--- src/sv/pitb_pkg.sv ---
// pitb_pkg: constants, request codes and the sweep record for the timer bank
// used by pitb_cell and the top level of the periodic interval timer bank
package pitb_pkg;

    localparam int unsigned SLOT_COUNT = 4;
    localparam int unsigned IDX_W      = (SLOT_COUNT > 1) ? $clog2(SLOT_COUNT) : 1;
    localparam int unsigned TIME_W     = 48;
    localparam int unsigned PERIOD_W   = 31;
    localparam int unsigned SID_W      = 2;
    localparam int unsigned INDEX_W    = 2;
    localparam int unsigned FIRED_W    = 4;

    typedef enum logic [1:0] {
        REQ_ALLOC = 2'd0,
        REQ_CLEAR = 2'd1,
        REQ_TICK  = 2'd2,
        REQ_NONE  = 2'd3
    } t_req_type;

    typedef struct packed {
        t_req_type             req;
        logic [TIME_W-1:0]     now;
        logic [PERIOD_W-1:0]   period;
        logic [SID_W-1:0]      sid;
        logic                  found;
        logic [INDEX_W-1:0]    index;
        logic [FIRED_W-1:0]    fired;
        logic                  any;
        logic [TIME_W-1:0]     earliest;
    } t_sweep;

endpackage

--- src/sv/pitb_req_if.sv ---
// pitb_req_if: request channel of the timer bank, valid/ready with payload
// depends on nothing
interface pitb_req_if;
    logic        valid;
    logic        ready;
    logic [1:0]  req_type;
    logic [47:0] now_ms;
    logic [30:0] period_ms;
    logic [1:0]  slot_id;

    modport source (output valid, req_type, now_ms, period_ms, slot_id, input ready);
    modport sink   (input valid, req_type, now_ms, period_ms, slot_id, output ready);
endinterface

--- src/sv/pitb_rsp_if.sv ---
// pitb_rsp_if: result channel of the timer bank, valid/ready with payload
// depends on nothing
interface pitb_rsp_if;
    logic        valid;
    logic        ready;
    logic [1:0]  slot_index;
    logic        bank_full;
    logic [3:0]  fired_mask;
    logic [47:0] wait_ms;
    logic        none_pending;

    modport source (output valid, slot_index, bank_full, fired_mask, wait_ms, none_pending,
                    input ready);
    modport sink   (input valid, slot_index, bank_full, fired_mask, wait_ms, none_pending,
                    output ready);
endinterface

--- src/sv/pitb_cell.sv ---
// pitb_cell: one timer slot, holds active flag, period and deadline
// updates the sweep record passing through it; depends on pitb_pkg
module pitb_cell (
    input  logic                       i_clk,
    input  logic                       i_rst_n,
    input  logic [pitb_pkg::IDX_W-1:0] i_cell_idx,
    input  logic                       i_vld,
    input  pitb_pkg::t_sweep           i_sweep,
    output pitb_pkg::t_sweep           o_sweep
);

    logic                          r_active;
    logic [pitb_pkg::PERIOD_W-1:0] r_period;
    logic [pitb_pkg::TIME_W-1:0]   r_deadline;
    logic                          n_active;
    logic [pitb_pkg::PERIOD_W-1:0] n_period;
    logic [pitb_pkg::TIME_W-1:0]   n_deadline;

    logic [pitb_pkg::IDX_W+1:0]    idx_ext;
    logic [pitb_pkg::IDX_W+1:0]    sid_ext;
    logic [pitb_pkg::TIME_W-1:0]   period_ext;
    logic                          due;

    assign idx_ext    = {2'b00, i_cell_idx};
    assign sid_ext    = {{pitb_pkg::IDX_W{1'b0}}, i_sweep.sid};
    assign period_ext = {{(pitb_pkg::TIME_W-pitb_pkg::PERIOD_W){1'b0}}, r_period};
    assign due        = r_active && (r_deadline <= i_sweep.now);

    always_comb begin
        n_active   = r_active;
        n_period   = r_period;
        n_deadline = r_deadline;
        o_sweep    = i_sweep;
        unique case (i_sweep.req)
            pitb_pkg::REQ_ALLOC: begin
                if (!i_sweep.found && !r_active) begin
                    n_active      = 1'b1;
                    n_period      = i_sweep.period;
                    n_deadline    = i_sweep.now + {{(pitb_pkg::TIME_W-pitb_pkg::PERIOD_W){1'b0}},
                                                   i_sweep.period};
                    o_sweep.found = 1'b1;
                    o_sweep.index = idx_ext[1:0];
                end
            end
            pitb_pkg::REQ_CLEAR: begin
                if (sid_ext == idx_ext) begin
                    n_active = 1'b0;
                end
            end
            pitb_pkg::REQ_TICK: begin
                if (due) begin
                    n_deadline = r_deadline + period_ext;
                    if (idx_ext < (pitb_pkg::IDX_W+2)'(pitb_pkg::FIRED_W)) begin
                        o_sweep.fired[idx_ext[1:0]] = 1'b1;
                    end
                end
                if (r_active && (!i_sweep.any || n_deadline < i_sweep.earliest)) begin
                    o_sweep.any      = 1'b1;
                    o_sweep.earliest = n_deadline;
                end
            end
            pitb_pkg::REQ_NONE: begin
            end
            default: begin
            end
        endcase
    end

    always_ff @(posedge i_clk) begin
        if (!i_rst_n) begin
            r_active <= 1'b0;
        end else if (i_vld) begin
            r_active <= n_active;
        end
    end

    always_ff @(posedge i_clk) begin
        if (i_vld) begin
            r_period   <= n_period;
            r_deadline <= n_deadline;
        end
    end

endmodule

--- src/sv/periodic_interval_timer_bank.sv ---
// periodic_interval_timer_bank: top level, a row of timer slot cells
// depends on pitb_pkg, pitb_req_if, pitb_rsp_if and pitb_cell
//
// A request walks the row of slot cells one cell per cycle, each cell updating
// its own slot, and is handed from the last stage register into a result
// register once that register is free. One request is in the row at a time,
// so a new request is taken only after the previous one has left the row; the
// next request is taken while a finished result still waits.
module periodic_interval_timer_bank (
    input  logic        i_clk,
    input  logic        i_rst_n,
    pitb_req_if.sink    i_req,
    pitb_rsp_if.source  o_rsp
);

    localparam int unsigned N = pitb_pkg::SLOT_COUNT;

    pitb_pkg::t_sweep r_stage [N+1];
    pitb_pkg::t_sweep cell_out [N];
    logic [N:0]       r_vld;
    logic [N:0]       n_vld;
    logic             accept;
    logic             drain;

    logic                        r_out_vld;
    logic [1:0]                  r_slot_index;
    logic                        r_bank_full;
    logic [3:0]                  r_fired_mask;
    logic [pitb_pkg::TIME_W-1:0] r_wait_ms;
    logic                        r_none_pending;

    pitb_pkg::t_sweep            tail;
    logic [pitb_pkg::TIME_W-1:0] diff;

    assign i_req.ready = ~|r_vld;
    assign accept      = i_req.valid && i_req.ready;
    assign tail        = r_stage[N];
    assign drain       = r_vld[N] && (!r_out_vld || o_rsp.ready);
    assign diff        = tail.earliest - tail.now;

    always_comb begin
        n_vld[0] = accept;
        for (int i = 1; i < N; i++) begin
            n_vld[i] = r_vld[i-1];
        end
        n_vld[N] = r_vld[N-1] | (r_vld[N] & ~drain);
    end

    always_ff @(posedge i_clk) begin
        if (!i_rst_n) begin
            r_vld <= '0;
        end else begin
            r_vld <= n_vld;
        end
    end

    always_ff @(posedge i_clk) begin
        if (accept) begin
            r_stage[0].req      <= pitb_pkg::t_req_type'(i_req.req_type);
            r_stage[0].now      <= i_req.now_ms;
            r_stage[0].period   <= i_req.period_ms;
            r_stage[0].sid      <= i_req.slot_id;
            r_stage[0].found    <= 1'b0;
            r_stage[0].index    <= '0;
            r_stage[0].fired    <= '0;
            r_stage[0].any      <= 1'b0;
            r_stage[0].earliest <= '0;
        end
    end

    for (genvar g = 0; g < N; g++) begin : g_cell
        pitb_cell u_cell (
            .i_clk      (i_clk),
            .i_rst_n    (i_rst_n),
            .i_cell_idx (pitb_pkg::IDX_W'(g)),
            .i_vld      (r_vld[g]),
            .i_sweep    (r_stage[g]),
            .o_sweep    (cell_out[g])
        );

        always_ff @(posedge i_clk) begin
            if (r_vld[g]) begin
                r_stage[g+1] <= cell_out[g];
            end
        end
    end

    always_ff @(posedge i_clk) begin
        if (!i_rst_n) begin
            r_out_vld <= 1'b0;
        end else if (drain) begin
            r_out_vld <= 1'b1;
        end else if (o_rsp.ready) begin
            r_out_vld <= 1'b0;
        end
    end

    always_ff @(posedge i_clk) begin
        if (drain) begin
            r_slot_index   <= tail.index;
            r_bank_full    <= (tail.req == pitb_pkg::REQ_ALLOC) && !tail.found;
            r_fired_mask   <= tail.fired;
            r_none_pending <= (tail.req == pitb_pkg::REQ_TICK) && !tail.any;
            if ((tail.req == pitb_pkg::REQ_TICK) && tail.any && (tail.earliest > tail.now)) begin
                r_wait_ms <= diff;
            end else begin
                r_wait_ms <= '0;
            end
        end
    end

    assign o_rsp.valid        = r_out_vld;
    assign o_rsp.slot_index   = r_slot_index;
    assign o_rsp.bank_full    = r_bank_full;
    assign o_rsp.fired_mask   = r_fired_mask;
    assign o_rsp.wait_ms      = r_wait_ms;
    assign o_rsp.none_pending = r_none_pending;

endmodule
--- src/flat_wrapper.sv ---
// flat-port wrapper written by rule: the top's interface ports become plain ports
module periodic_interval_timer_bank_flat 
  (i_clk, i_rst_n, i_req_valid, i_req_req_type, i_req_now_ms, i_req_period_ms, i_req_slot_id, i_req_ready, o_rsp_valid, o_rsp_slot_index, o_rsp_bank_full, o_rsp_fired_mask, o_rsp_wait_ms, o_rsp_none_pending, o_rsp_ready);
  pitb_req_if i_req_i ();
  pitb_rsp_if o_rsp_i ();
  input  logic i_clk;
  input  logic i_rst_n;
  input wire logic [$bits(i_req_i.valid)-1:0] i_req_valid;
  input wire logic [$bits(i_req_i.req_type)-1:0] i_req_req_type;
  input wire logic [$bits(i_req_i.now_ms)-1:0] i_req_now_ms;
  input wire logic [$bits(i_req_i.period_ms)-1:0] i_req_period_ms;
  input wire logic [$bits(i_req_i.slot_id)-1:0] i_req_slot_id;
  output wire logic [$bits(i_req_i.ready)-1:0] i_req_ready;
  output wire logic [$bits(o_rsp_i.valid)-1:0] o_rsp_valid;
  output wire logic [$bits(o_rsp_i.slot_index)-1:0] o_rsp_slot_index;
  output wire logic [$bits(o_rsp_i.bank_full)-1:0] o_rsp_bank_full;
  output wire logic [$bits(o_rsp_i.fired_mask)-1:0] o_rsp_fired_mask;
  output wire logic [$bits(o_rsp_i.wait_ms)-1:0] o_rsp_wait_ms;
  output wire logic [$bits(o_rsp_i.none_pending)-1:0] o_rsp_none_pending;
  input wire logic [$bits(o_rsp_i.ready)-1:0] o_rsp_ready;
  assign i_req_i.valid = i_req_valid;
  assign i_req_i.req_type = i_req_req_type;
  assign i_req_i.now_ms = i_req_now_ms;
  assign i_req_i.period_ms = i_req_period_ms;
  assign i_req_i.slot_id = i_req_slot_id;
  assign i_req_ready = i_req_i.ready;
  assign o_rsp_valid = o_rsp_i.valid;
  assign o_rsp_slot_index = o_rsp_i.slot_index;
  assign o_rsp_bank_full = o_rsp_i.bank_full;
  assign o_rsp_fired_mask = o_rsp_i.fired_mask;
  assign o_rsp_wait_ms = o_rsp_i.wait_ms;
  assign o_rsp_none_pending = o_rsp_i.none_pending;
  assign o_rsp_i.ready = o_rsp_ready;
  periodic_interval_timer_bank u_core (.i_clk(i_clk), .i_rst_n(i_rst_n), .i_req(i_req_i), .o_rsp(o_rsp_i));
endmodule
--- config.mk ---
export PLATFORM = sky130hd
export DESIGN_NAME = periodic_interval_timer_bank_flat
export DESIGN_NICKNAME = d
export VERILOG_FILES = /design/src/sv/pitb_pkg.sv /design/src/sv/pitb_req_if.sv /design/src/sv/pitb_rsp_if.sv /design/src/sv/pitb_cell.sv /design/src/sv/periodic_interval_timer_bank.sv /design/src/flat_wrapper.sv
export SDC_FILE = /design/constraint.sdc
export NUM_CORES = 2
export LEC_CHECK = 0
export BUFFER_PORTS_ARGS = -buffer_cell sky130_fd_sc_hd__buf_2
export CAP_MARGIN = 20
export CORE_ASPECT_RATIO = 0.6
export CORE_UTILIZATION = 44
export CTS_CLUSTER_DIAMETER = 80
export DETAILED_ROUTE_END_ITERATION = 8
export MAX_ROUTING_LAYER = met4
export SKIP_CTS_REPAIR_TIMING = 1
export SYNTH_ARGS = -nofsm -noshare
export SYNTH_HDL_FRONTEND = slang
export SYNTH_SLANG_ARGS = --single-unit
export TNS_END_PERCENT = 5
--- constraint.sdc ---
create_clock -name i_clk -period 20.3 [get_ports i_clk]
set_clock_uncertainty 0.2 [all_clocks]
set_input_delay 2.03 -clock i_clk [delete_from_list [all_inputs] [get_ports i_clk]]
set_output_delay 2.03 -clock i_clk [all_outputs]
set_load 0.005 [all_outputs]
==> metrics.cfg <==
[outcome]
status = completed

[timing]
rsz0062_at_grt = false
fin_tns_setup_ns = 0
max_slew.worst_pin.slew_ns = 1.169
period_minus_slack_ns = 9.303
max_slew_margin_pct = 21.43
period_share_pct = 45.83
setup_viol = 0
fmax_mhz = 107.5
drv_slew = 0
final_hold_viol_count = 0

[setup_path]
critPathLaunch = u_core.r_stage[0][414]$_DFFE_PP_
r2r-start = u_core.r_stage[0][414]$_DFFE_PP_
reg2reg_depth = 23
arrival_ns = 9.56
rrSetupSlack_ns = 11.00
path_max_fanout = 72
crit_path_end = u_core.r_stage[0][461]$_DFFE_PP_
r2r-end = u_core.r_stage[0][461]$_DFFE_PP_
cp-end-kind = register
start_kind = register
cp.required_ns = 20.56
crit_type = register to register

[logic_synthesis]
syn-cell-area_um2 = 61500
syn_nets = 6402
syn_avg_cell_area_um2 = 10.83
synth_top_area_cell = edfxtp_1
synth_ff_type = edfxtp_1
synth_cell_type_count = 93
synth_enable_flop_cells = 969
synth_top_cell_area_share_pct = 47.31
synthCells = 5677
yosysWarnings = 0
synth-seq-cells = 979
yosysSeqAreaShare_pct = 47.64
async_flop_share_pct = 0
synth_area_leaders = edfxtp_1, ha_1, a21oi_1

[global_route]
grt_pass1_vias = 41460
grt_start_max_net_pins = 73
track_usage_pct = 25.25
grt_pass1_wl_um = 263100
grt_antenna_before_repair = 7
overflow = 0

[route]
wl_um = 175200
avgViaCountPerCell = 5.741
ant_nets = 0
avgRoutedWirePerCell_um = 22.54
drt_iter0_drc = 4671
num_vias = 44620
dr.pass1.iters = 6
post-route-drc-count = 0

[cts]
cts_buffers = 100
cts_buffer_depth = 3
clk_latency_ns = 0.72
htree_levels = 3
cts_root_buffer = clkbuf_16
cts_tree = done
clk_pin_slew_ns = 0.07
clock_sinks = 979

[power_and_ir_drop]
power.density_nw_per_um2 = 68.75
leakagePower_nw = 27.79
ir_worst_vdd_v = 0.00006328

[placed_design]
gp_congestion = 0.9343
dp_hpwl_um = 138700
portBuffers = 144

[worst_hold_path]
hold_depth = 0
hold_path.class = register to register

[finish]
drive_above_1_share_pct = 10.66
final_common_cell = edfxtp_1
utilization_pct = 49.35
area_delta_synth_final_pct = 10.49
layout_common_cells = edfxtp_1, ha_1, inv_1
nNetsFinal = 6592

[floorplanning]
die_w_um = 484.7
pin_count = 145
die-area_um2 = 141300
core_um2 = 137700
die-height_um = 291.6
start_util_pct = 44.67
rows = 105

[job]
cap_viol_max_count = 0

where the power goes:
part,internal (mW),total (mW),switching (mW)
clock network,1.08,1.92,0.841
registers,2.28,2.33,0.0526
logic,0.167,0.418,0.251
worst min path at each step:
| stage | start | to | slack, ns |
|---|---|---|---|
| finish | u_core.r_stage[0][467]$_DFFE_PP_ | u_core.r_stage[0][606]$_DFFE_PP_ | 0.22 |
| global route | u_core.r_stage[0][606]$_DFFE_PP_ | u_core.o_rsp.fired_mask[1]$_DFFE_PP_ | 0.23 |
| CTS | u_core.r_stage[0][467]$_DFFE_PP_ | u_core.r_stage[0][606]$_DFFE_PP_ | 0.22 |
| detailed placement | u_core.r_stage[0][467]$_DFFE_PP_ | u_core.r_stage[0][606]$_DFFE_PP_ | 0.21 |
| global placement | u_core.r_stage[0][467]$_DFFE_PP_ | u_core.r_stage[0][606]$_DFFE_PP_ | 0.20 |
| floorplan | u_core.r_stage[0][605]$_DFFE_PP_ | u_core.o_rsp.fired_mask[0]$_DFFE_PP_ | 0.20 |
cell families after synthesis:
kind of cell	count (synthesis)	share of synthesized area, %
xor+xnor	363	5.169
mux	237	4.435
simple gates	1435	11.34
flops	979	47.64
buf+inv	628	3.912
compound gates	1397	14.41
fa+ha+maj	638	13.09
area by class of cell:
| type | count | area (um^2) |
|---|---|---|
| inverter | 512 | 1922 |
| sequential | 979 | 29310 |
| fill | 12520 | 69730 |
| clock buffer | 113 | 2582 |
| multi-input combinational | 4070 | 29950 |
| timing repair buffer | 204 | 1176 |
| tap | 1819 | 2276 |
| antenna | 3 | 7.507 |
| clock inverter | 72 | 721.9 |
Yosys cell counts, types with 34 or more instances:
| cell type | count |
|---|---|
| edfxtp_1 | 969 |
| ha_1 | 629 |
| inv_1 | 511 |
| a21oi_1 | 430 |
| nand2_1 | 396 |
| nor2_1 | 384 |
| o21ai_0 | 328 |
| xnor2_1 | 223 |
| a21o_1 | 204 |
| mux2_2 | 164 |
| xor2_1 | 140 |
| nand3_1 | 116 |
| nand4_1 | 101 |
| nor3_1 | 94 |
| clkbuf_1 | 90 |
| o21a_1 | 61 |
| nor2b_1 | 55 |
| and3_1 | 54 |
| a211oi_1 | 45 |
| mux2i_1 | 43 |
| nor4_1 | 43 |
| o21bai_1 | 43 |
| nand2b_1 | 42 |
| a31oi_1 | 38 |
| o211ai_1 | 34 |
sequential cells by signal (all words and copies together) (netlist names):
register / cells
u_core.o_rsp.bank_full: 1
u_core.r_vld: 5
u_core.o_rsp.slot_index: 2
u_core.r_stage: 597
u_core.o_rsp.none_pending: 1
u_core.o_rsp.fired_mask: 4
u_core.g_cell.u_cell.r_active: 4
u_core.o_rsp.valid: 1
u_core.o_rsp.wait_ms: 48
u_core.g_cell.u_cell.r_period: 124
u_core.g_cell.u_cell.r_deadline: 192
stage by stage:
stage	hold slack [ns]	cells	instance area (um^2)	setup slack [ns]	power, mW
after floorplan	0.2003	5677	61500	12.33	2.648
after global placement	0.2011	7577	64570	11.17	2.777
after detailed placement	0.2065	7581	64610	11.31	2.786
after CTS	0.2231	7766	67910	11.27	4.712
after global routing	0.2282	7771	67950	10.79	4.838
final	0.2227	7772	67950	11.00	4.672
metal layers:
| layer | GRT usage [%] | up-vias | share of wire (%) |
|---|---|---|---|
| met3 | 4.977 | 200 | 8.5 |
| met5 | - | - | 0 |
| met1 | 38.19 | 21450 | 49 |
| met4 | 4.987 | 0 | 2.0 |
| met2 | 34.61 | 1493 | 41 |
| li1 | - | 21480 | - |
worst max-delay path, stage by stage (launching register included):
cell	delay, ns
edfxtp_1	0.50
inv_1	0.08
ha_1	0.30
nand4_1	0.38
nor4_2	1.12
nand3_1	0.28
nor4_4	0.90
o21ai_4	0.03
buf_4	0.36
nor4_2	0.68
nand4_1	0.19
xnor2_1	0.20
ha_1	0.30
nand4_1	0.13
nor4_1	0.71
nand2_1	0.23
nor2_1	0.42
a21boi_0	0.26
nor4_1	0.09
buf_4	0.19
o22ai_1	0.55
nor2_4	0.02
buf_4	0.36
mux2_4	0.42
(Power assumes the default switching activity.)
